### src/rtl/ucl_pkg.sv
// Package with the codes, register addresses and bit positions of the serial port register block.
`default_nettype none

package ucl_pkg;

    typedef enum logic [1:0] {
        FUNC_READ    = 2'd0,
        FUNC_WRITE   = 2'd1,
        FUNC_RX_CHAR = 2'd2,
        FUNC_TX_DONE = 2'd3
    } func_t;

    typedef enum logic [1:0] {
        ADDR_STATUS  = 2'd0,
        ADDR_DATA    = 2'd1,
        ADDR_DIVISOR = 2'd2,
        ADDR_CONTROL = 2'd3
    } addr_t;

    localparam int unsigned CB_RE     = 2;
    localparam int unsigned CB_TE     = 3;
    localparam int unsigned CB_RXNEIE = 5;
    localparam int unsigned CB_TCIE   = 6;
    localparam int unsigned CB_TXEIE  = 7;
    localparam int unsigned CB_PEIE   = 8;
    localparam int unsigned CB_PS     = 9;
    localparam int unsigned CB_PCE    = 10;
    localparam int unsigned CB_M      = 12;
    localparam int unsigned CB_UE     = 13;

    localparam int unsigned SR_PE   = 0;
    localparam int unsigned SR_ORE  = 3;
    localparam int unsigned SR_RXNE = 5;
    localparam int unsigned SR_TC   = 6;
    localparam int unsigned SR_TXE  = 7;

    localparam int unsigned IN_TDATA_W  = 32;
    localparam int unsigned OUT_TDATA_W = 32;

endpackage

`default_nettype wire

### src/rtl/uart_char_level_registers.sv
// Top level of the character-level serial port register block.
`default_nettype none

// Each slave transfer carries one bus access or line event; tuser holds the function code.
// One transfer is accepted per clock unless m_tready holds the output back; an item goes
// through an input register and then the output register, which drives the master transfer.
// All state updates for an item happen in the single cycle in which it moves from the input
// register to the output register.
module uart_char_level_registers
    import ucl_pkg::*;
(
    input  wire logic                   clk,
    input  wire logic                   rst_n,
    input  wire logic                   s_tvalid,
    output logic                        s_tready,
    // Fields from bit 0: reg_addr[1:0], write_data[17:2], rx_frame[26:18], zero fill.
    input  wire logic [IN_TDATA_W-1:0]  s_tdata,
    // Fields from bit 0: func[1:0].
    input  wire logic [1:0]             s_tuser,
    output logic                        m_tvalid,
    input  wire logic                   m_tready,
    // Fields from bit 0: read_data[15:0], tx_valid[16], tx_frame[25:17], irq[26], zero fill.
    output logic [OUT_TDATA_W-1:0]      m_tdata
);

    logic        in_valid_reg;
    func_t       in_func_reg;
    addr_t       in_addr_reg;
    logic [15:0] in_wdata_reg;
    logic [8:0]  in_frame_reg;

    logic        out_valid_reg;
    logic [15:0] out_rdata_reg;
    logic        out_txv_reg;
    logic [8:0]  out_txf_reg;
    logic        out_irq_reg;

    logic [15:0] ctrl_reg, ctrl_next;
    logic [15:0] div_reg, div_next;
    logic [8:0]  hold_reg, hold_next;
    logic        hold_full_reg, hold_full_next;
    logic        busy_reg, busy_next;
    logic        tc_reg, tc_next;
    logic [8:0]  rxd_reg, rxd_next;
    logic        rxne_reg, rxne_next;
    logic        pe_reg, pe_next;
    logic        ore_reg, ore_next;

    logic [15:0] rdata;
    logic        txv;
    logic [8:0]  txf;
    logic        irq;
    logic [8:0]  rx_word;
    logic        advance;

    assign advance  = in_valid_reg && (!out_valid_reg || m_tready);
    assign s_tready = !in_valid_reg || advance;
    assign m_tvalid = out_valid_reg;
    assign m_tdata  = {5'd0, out_irq_reg, out_txf_reg, out_txv_reg, out_rdata_reg};

    always_ff @(posedge clk or negedge rst_n)
    begin
        if (!rst_n)
        begin
            in_valid_reg  <= 1'b0;
            out_valid_reg <= 1'b0;
        end
        else
        begin
            if (s_tready)
            begin
                in_valid_reg <= s_tvalid;
            end
            if (advance)
            begin
                out_valid_reg <= 1'b1;
            end
            else if (m_tready)
            begin
                out_valid_reg <= 1'b0;
            end
        end
    end

    always_ff @(posedge clk)
    begin
        if (s_tvalid && s_tready)
        begin
            in_func_reg  <= func_t'(s_tuser);
            in_addr_reg  <= addr_t'(s_tdata[1:0]);
            in_wdata_reg <= s_tdata[17:2];
            in_frame_reg <= s_tdata[26:18];
        end
        if (advance)
        begin
            out_rdata_reg <= rdata;
            out_txv_reg   <= txv;
            out_txf_reg   <= txf;
            out_irq_reg   <= irq;
        end
    end

    always_ff @(posedge clk or negedge rst_n)
    begin
        if (!rst_n)
        begin
            ctrl_reg      <= 16'd0;
            div_reg       <= 16'd0;
            hold_reg      <= 9'd0;
            hold_full_reg <= 1'b0;
            busy_reg      <= 1'b0;
            tc_reg        <= 1'b1;
            rxd_reg       <= 9'd0;
            rxne_reg      <= 1'b0;
            pe_reg        <= 1'b0;
            ore_reg       <= 1'b0;
        end
        else if (advance)
        begin
            ctrl_reg      <= ctrl_next;
            div_reg       <= div_next;
            hold_reg      <= hold_next;
            hold_full_reg <= hold_full_next;
            busy_reg      <= busy_next;
            tc_reg        <= tc_next;
            rxd_reg       <= rxd_next;
            rxne_reg      <= rxne_next;
            pe_reg        <= pe_next;
            ore_reg       <= ore_next;
        end
    end

    always_comb
    begin
        ctrl_next      = ctrl_reg;
        div_next       = div_reg;
        hold_next      = hold_reg;
        hold_full_next = hold_full_reg;
        busy_next      = busy_reg;
        tc_next        = tc_reg;
        rxd_next       = rxd_reg;
        rxne_next      = rxne_reg;
        pe_next        = pe_reg;
        ore_next       = ore_reg;
        rdata          = 16'd0;
        txv            = 1'b0;
        txf            = 9'd0;
        rx_word        = ctrl_reg[CB_M] ? in_frame_reg : {1'b0, in_frame_reg[7:0]};

        unique case (in_func_reg)
            FUNC_READ:
            begin
                unique case (in_addr_reg)
                    ADDR_STATUS:
                    begin
                        rdata[SR_PE]   = pe_reg;
                        rdata[SR_ORE]  = ore_reg;
                        rdata[SR_RXNE] = rxne_reg;
                        rdata[SR_TC]   = tc_reg;
                        rdata[SR_TXE]  = !hold_full_reg;
                    end
                    ADDR_DATA:
                    begin
                        rdata     = {7'd0, rxd_reg};
                        rxne_next = 1'b0;
                        pe_next   = 1'b0;
                        ore_next  = 1'b0;
                    end
                    ADDR_DIVISOR:
                    begin
                        rdata = div_reg;
                    end
                    ADDR_CONTROL:
                    begin
                        rdata = ctrl_reg;
                    end
                endcase
            end
            FUNC_WRITE:
            begin
                unique case (in_addr_reg)
                    ADDR_STATUS:
                    begin
                        if (!in_wdata_reg[SR_RXNE])
                        begin
                            rxne_next = 1'b0;
                        end
                        if (!in_wdata_reg[SR_TC])
                        begin
                            tc_next = 1'b0;
                        end
                    end
                    ADDR_DATA:
                    begin
                        hold_next      = in_wdata_reg[8:0];
                        hold_full_next = 1'b1;
                        tc_next        = 1'b0;
                    end
                    ADDR_DIVISOR:
                    begin
                        div_next = in_wdata_reg;
                    end
                    ADDR_CONTROL:
                    begin
                        ctrl_next = in_wdata_reg;
                    end
                endcase
            end
            FUNC_RX_CHAR:
            begin
                if (ctrl_reg[CB_UE] && ctrl_reg[CB_RE])
                begin
                    if (rxne_reg)
                    begin
                        ore_next = 1'b1;
                    end
                    else
                    begin
                        rxd_next  = rx_word;
                        rxne_next = 1'b1;
                        if (ctrl_reg[CB_PCE] && ((^rx_word) != ctrl_reg[CB_PS]))
                        begin
                            pe_next = 1'b1;
                        end
                    end
                end
            end
            FUNC_TX_DONE:
            begin
                if (busy_reg)
                begin
                    busy_next = 1'b0;
                    if (!hold_full_reg)
                    begin
                        tc_next = 1'b1;
                    end
                end
            end
        endcase

        // The transmit start sees the state and control bits after this item's update.
        if (hold_full_next && !busy_next && ctrl_next[CB_UE] && ctrl_next[CB_TE])
        begin
            txv            = 1'b1;
            busy_next      = 1'b1;
            hold_full_next = 1'b0;
            if (ctrl_next[CB_M])
            begin
                txf = hold_next;
                if (ctrl_next[CB_PCE])
                begin
                    txf[8] = (^hold_next[7:0]) ^ ctrl_next[CB_PS];
                end
            end
            else
            begin
                txf = {1'b0, hold_next[7:0]};
                if (ctrl_next[CB_PCE])
                begin
                    txf[7] = (^hold_next[6:0]) ^ ctrl_next[CB_PS];
                end
            end
        end

        irq = (ctrl_next[CB_PEIE] && pe_next)
            || (ctrl_next[CB_TXEIE] && !hold_full_next)
            || (ctrl_next[CB_TCIE] && tc_next)
            || (ctrl_next[CB_RXNEIE] && (rxne_next || ore_next));
    end

endmodule

`default_nettype wire

### config.mk
export PLATFORM = sky130hd
export DESIGN_NAME = uart_char_level_registers
export DESIGN_NICKNAME = d
export VERILOG_FILES = /design/src/rtl/ucl_pkg.sv /design/src/rtl/uart_char_level_registers.sv
export SDC_FILE = /design/constraint.sdc
export NUM_CORES = 1
export LEC_CHECK = 0
export BUFFER_PORTS_ARGS = -buffer_cell sky130_fd_sc_hd__buf_4
export CELL_PAD_IN_SITES_DETAIL_PLACEMENT = 1
export CELL_PAD_IN_SITES_GLOBAL_PLACEMENT = 1
export CORE_UTILIZATION = 29
export CTS_CLUSTER_SIZE = 12
export DETAILED_ROUTE_END_ITERATION = 6
export PLACE_DENSITY_LB_ADDON = 0.3
export SLEW_MARGIN = 20
export SYNTH_ARGS = -nofsm -noshare
export SYNTH_HDL_FRONTEND = slang
export SYNTH_SLANG_ARGS = --single-unit
export TNS_END_PERCENT = 10
### constraint.sdc
create_clock -name clk -period 2.6 [get_ports clk]
set_clock_uncertainty 0.05 [all_clocks]
set_input_delay 0.52 -clock clk [delete_from_list [all_inputs] [get_ports clk]]
set_output_delay 0.52 -clock clk [all_outputs]
set_load 0.02 [all_outputs]
==> flow_summary_export.csv, run 1 <==
group,metric,value,unit
critical_path,crit_required,2710,ps
detailed_routing,drt-initial-drc-count,163,
floorplanning,coreArea,17200,um^2
cts,post_cts_buffers,0,
floorplanning,fp.dieArea,18100,um^2
global_route,grt_pass1_vias,3465,
yosys,yosysSeqAreaShare,61.5,%
yosys,yosysWarnings,0,
floorplanning,die_width,135,um
power_and_ir_drop,max-vdd-ir-drop,519,uV
critical_path,crit_slowest_cell,"edfxtp_1",
critical_path,crit_buf_inv,0,
yosys,synth-edff-count,56,
cts,clockBufferDepth,2,
power_and_ir_drop,leakage,2.75,nW
yosys,syn_area_per_cell,14.0,um^2
timing,drv_slew,0,
critical_path,critPathKind,"flop to flop",
final_layout,final_cell_mix,"buf_4 (81), dfrtp_1 (57), edfxtp_1 (56), mux2_2 (52), nand2_1 (28)",
final_layout,n_fill_cell,1793,
cts,cts_made_buffers,17,
final_layout,post-route-cell-area,6540,um^2
power_and_ir_drop,p_switching,1.57,mW
final_layout,fin_nets,483,
critical_path,cp_top_family,"XOR/XNOR gates",
yosys,ys_types,54,
yosys,synthCells,363,
power_and_ir_drop,seq_power_share,39.8,%
run_status,outcome,"finished, final reports clean",
timing,tns,0,ps
floorplanning,ios,72,
critical_path,max_stage_delay,520,ps
global_route,grt_pass1_wl,19.6,mm
timing,rsz0062_at_grt,"no",
critical_path,path_cells,"xnor2_1 > xnor3_1 > or3_1 > a41oi_1 > a2111oi_2",
power_and_ir_drop,p_comb_share,18.4,%
power_and_ir_drop,clkPwrFrac,41.8,%
timing,min_period,2200,ps
placement,gp_routability_congestion,0.755,
cts,insertion_delay,410,ps
placement,hpwl,8.49,mm
cts,clock-root-buffer,"clkbuf_16",
final_layout,layout-drive-gt1-share,38.2,%
yosys,ys_ff_latch,114,
floorplanning,rows,48,
detailed_routing,vias,3180,
cts,cts_resized,0,
floorplanning,fp.dieH,135,um
global_route,grt_max_degree,59,
cts,postCtsHoldBufs,0,
timing,max_freq,454,MHz
critical_path,r2r_start,"in_wdata_reg[0]",
final_layout,layout_commonest_cell,"buf_4",
critical_path,start_kind,"flop",
detailed_routing,ant_nets,0,
power_and_ir_drop,pwr_density_cell,962,nW/um^2
yosys,synth_area,5100,um^2
min_path,hp-class,"input port to asynchronous set/reset pin",
timing,relSlewSlack,47.9,%
detailed_routing,vias_per_cell,4.66,
cts,cts_tree,"done",
timing,tightest_slew,782,ps
yosys,async_flop_share,50.9,%
power_and_ir_drop,p_sw_share,24.9,%
cts,cts_sinks,114,
critical_path,end_kind,"flop",
detailed_routing,drt_pass1_iterations,4,
critical_path,startpoint,"in_wdata_reg[0]",
final_layout,num_antenna_cells,0,
detailed_routing,drt_wl_total,12.3,mm
detailed_routing,drc,0,
placement,portBuffers,61,
placement,postPlaceCellArea,5870,um^2
detailed_routing,post_drt_wl_per_cell,18.0,um
cts,clk_pin_slew_worst_paths,50,ps
floorplanning,initial_core_util,29.6,%
global_route,grt_usage,14.7,%
timing,min_period_over_period,84.8,%
cts,htree_num_levels,4,
global_route,overflow,0,
timing,final-hold-violation-count,0,
critical_path,cp.arrival,2310,ps
final_layout,syn_to_final_growth,28.3,%
power_and_ir_drop,intPower,4.73,mW
timing,setup_viol,0,
flow_run,maxCapViolations,0,
yosys,synth-main-ff-cell,"dfrtp_1",
critical_path,worst-path-max-fanout,5,
global_route,antenna_found_initial,0,
## stage by stage
step	instances	hold slack, ps	power [mW]	util, %	setup WS [ps]
3_5_place_dp	651	428	3.70	34.1	407
4_1_cts	683	164	6.37	37.9	378
5_1_grt	683	210	6.57	37.9	302
2_1_floorplan	367	174	3.32	-	424
6_report	683	147	6.29	37.9	396
3_3_place_gp	651	416	3.65	34.1	457
## cells in the mapped netlist, types with 5 or more instances
cell      instances  area [um^2]
o21ai_0          11         55.1
buf_4             9         67.6
a21oi_1          11         55.1
inv_1             5         18.8
a22oi_1           6         45.0
xnor2_1          12          105
mux2_2           52          586
buf_2             6         30.0
mux2i_1          14          140
nor2_1           22         82.6
nand2b_1          7         43.8
nand2_1          28          105
edfxtp_1         56         1680
dfrtp_1          57         1430
and2_1            5         31.3
## kinds of logic after synthesis
family	share of synthesized area [%]
compound gates	5.84
simple gates	9.13
other cells	0.0735
mux	16.0
flops	61.5
buf+inv	3.02
xor+xnor	4.47
## power by group through the flow
| stage | combinational [mW] | sequential [mW] | clock [mW] |
|---|---|---|---|
| after floorplan | 0.845 | 2.48 | 0 |
| after global placement | 1.13 | 2.52 | 0 |
| after detailed placement | 1.17 | 2.53 | 0 |
| after CTS | 1.18 | 2.50 | 2.69 |
| after global routing | 1.27 | 2.54 | 2.75 |
| final | 1.16 | 2.50 | 2.63 |
## final cells by class
type,instances,area (um^2),share of cell area [%]
flip-flops and latches,114,3130,47.9
multi-input cells,225,1830,27.9
repair buffers,81,608,9.30
clock buffers,22,464,7.10
well taps,225,282,4.30
clock inverters,10,204,3.12
inverters,6,22.5,0.344
## worst paths after layout
check,end,slack [ps],cells after the start
worst max-delay path,out_txf_reg[8],400,5
worst min-delay path,div_reg[15],150,1
worst max register to register,out_txf_reg[8],400,5
min in group clk,in_wdata_reg[10],230,1
max in group asynchronous,div_reg[4],1840,1
worst min register to register,div_reg[10],450,2
## routing by layer
metal	wire (um)	up-vias	track usage (%)	part of all wire, %
li1	-	1481	-	-
met1	5590	1617	18.7	45
met2	6170	69	24.2	50
met3	389	13	3.87	3.2
met4	153	0	5.68	1.2
met5	0	-	0	0
Note: power is estimated with default switching activity, not from simulation.
==> run 2, diff against run 1 <==
==> constraint.sdc (replaced) <==
create_clock -name clk -period 2.15 [get_ports clk]
set_clock_uncertainty 0.05 [all_clocks]
set_input_delay 0.43 -clock clk [delete_from_list [all_inputs] [get_ports clk]]
set_output_delay 0.43 -clock clk [all_outputs]
set_load 0.02 [all_outputs]
==> run 2 against run 1 <==
- worst hold slack worse by 110 ps
- critical path type unchanged
- die area did not move
- highest routed layer unchanged
- largest power group is now sequential cells
- critical path depth is the same
==> flow_summary_export.csv, run 2 (synthesis gave the netlist of run 1 again) <==
group,metric,value,unit
run_status,outcome,"finished, final reports clean",
placement,postPlaceCellArea,5950,um^2
critical_path,crit_slowest_cell,"dfrtp_1",
final_layout,final_cell_mix,"buf_4 (92), dfrtp_1 (57), edfxtp_1 (56), mux2_2 (52), nand2_1 (28)",
timing,hold_slack,38.0,ps
critical_path,cp.arrival,2260,ps
detailed_routing,vias,3205,
critical_path,worst-path-max-fanout,4,
final_layout,fin_util,37.8,%
timing,final-hold-violation-count,0,
final_layout,post-route-cell-area,6520,um^2
detailed_routing,drt-initial-drc-count,200,
critical_path,r2r_cells,5,
cts,clk_pin_slew_worst_paths,50,ps
placement,hpwl,8.62,mm
detailed_routing,drt_pass1_iterations,4,
detailed_routing,vias_per_cell,4.62,
critical_path,crit_required,2320,ps
detailed_routing,drt_wl_total,12.4,mm
cts,clock-root-buffer,"clkbuf_16",
critical_path,max_stage_delay,390,ps
final_layout,instances_no_fill,694,
critical_path,r2r-end,"out_txf_reg[8]",
global_route,antenna_found_initial,0,
timing,tightest_slew,785,ps
final_layout,layout-drive-gt1-share,38.4,%
min_path,hp-class,"input port to asynchronous set/reset pin",
critical_path,reg2reg_slack,60,ps
placement,placed_cells,662,
cts,cts_tree,"done",
final_layout,syn_to_final_growth,27.9,%
flow_run,maxCapViolations,0,
global_route,grt_usage,15.2,%
detailed_routing,ant_nets,0,
floorplanning,coreArea,17200,um^2
final_layout,fin_nets,494,
timing,setup_viol,0,
final_layout,layout_commonest_cell,"buf_4",
placement,portBuffers,61,
timing,rsz0062_at_grt,"yes",
floorplanning,die_width,135,um
power_and_ir_drop,pwr_density_cell,1100,nW/um^2
cts,clockBufferDepth,2,
cts,cts_made_buffers,17,
timing,tns,0,ps
timing,setup_ws,62.6,ps
power_and_ir_drop,leakage,2.75,nW
global_route,grt_max_degree,59,
timing,min_period,2090,ps
floorplanning,ios,72,
detailed_routing,post_drt_wl_per_cell,17.8,um
cts,post_cts_buffers,0,
power_and_ir_drop,max-vdd-ir-drop,642,uV
global_route,grt_pass1_vias,3570,
final_layout,n_fill_cell,1820,
placement,place_ws,17.7,ps
timing,max_freq,479,MHz
critical_path,path_cells,"xnor3_1 > xnor3_2 > xnor2_1 > mux2_2 > a2111oi_2",
global_route,grt_pass1_wl,19.9,mm
power_and_ir_drop,totalPowerFinal,7.19,mW
placement,gp_routability_congestion,0.811,
critical_path,start_kind,"flop",
final_layout,num_antenna_cells,0,
cts,postCtsHoldBufs,0,
critical_path,r2r_start,"hold_reg[6]",
floorplanning,rows,48,
critical_path,end_kind,"flop",
timing,drv_slew,0,
cts,htree_num_levels,4,
cts,insertion_delay,420,ps
global_route,overflow,0,
cts,cts_resized,0,
critical_path,critPathKind,"flop to flop",
floorplanning,initial_core_util,29.6,%
timing,min_period_over_period,97.1,%
floorplanning,fp.dieArea,18100,um^2
timing,relSlewSlack,47.7,%
floorplanning,fp.dieH,135,um
detailed_routing,drc,0,
cts,cts_sinks,114,
run 2: per-layer routing:
metal / wire length, um / up-vias / share of wire (%) / global-route usage [%]
met5: 0 / - / 0 / 0
met4: 225 / 0 / 1.8 / 7.43
met3: 509 / 19 / 4.1 / 3.75
met2: 6010 / 73 / 49 / 24.2
met1: 5610 / 1606 / 45 / 19.2
li1: - / 1507 / - / -
run 2: worst max-delay path by stage:
stage	startpoint	endpoint	slack, ps
5_1_grt	hold_reg[0]	out_txf_reg[8]	-40
4_1_cts	hold_reg[6]	out_txf_reg[8]	30
2_1_floorplan	m_tvalid	ctrl_reg[12]	30
3_5_place_dp	hold_reg[6]	out_txf_reg[8]	20
6_report	hold_reg[6]	out_txf_reg[8]	60
3_3_place_gp	hold_reg[1]	out_txf_reg[8]	40
run 2: final cells by class:
cell class / instances / area [um^2] / share of cell area, %
clock buffer: 24 / 452 / 6.93
clock inverter: 8 / 113 / 1.73
inverter: 6 / 22.5 / 0.345
sequential: 114 / 3130 / 48.1
timing repair buffer: 92 / 691 / 10.6
multi-input combinational: 225 / 1830 / 28.0
tap: 225 / 282 / 4.32
run 2: worst max-delay path, delay by kind of cell, from the launching register on:
kind            cells  cell delay, ps
xor+xnor            3             820
flops               1             390
compound gates      1             360
mux                 1             260
run 2: report_power, final:
group          switching, mW  total [mW]  internal, mW  leakage, nW
combinational          0.643        1.44         0.793         1.20
sequential             0.293        3.02          2.72         1.28
clock                  0.931        2.73          1.80        0.275
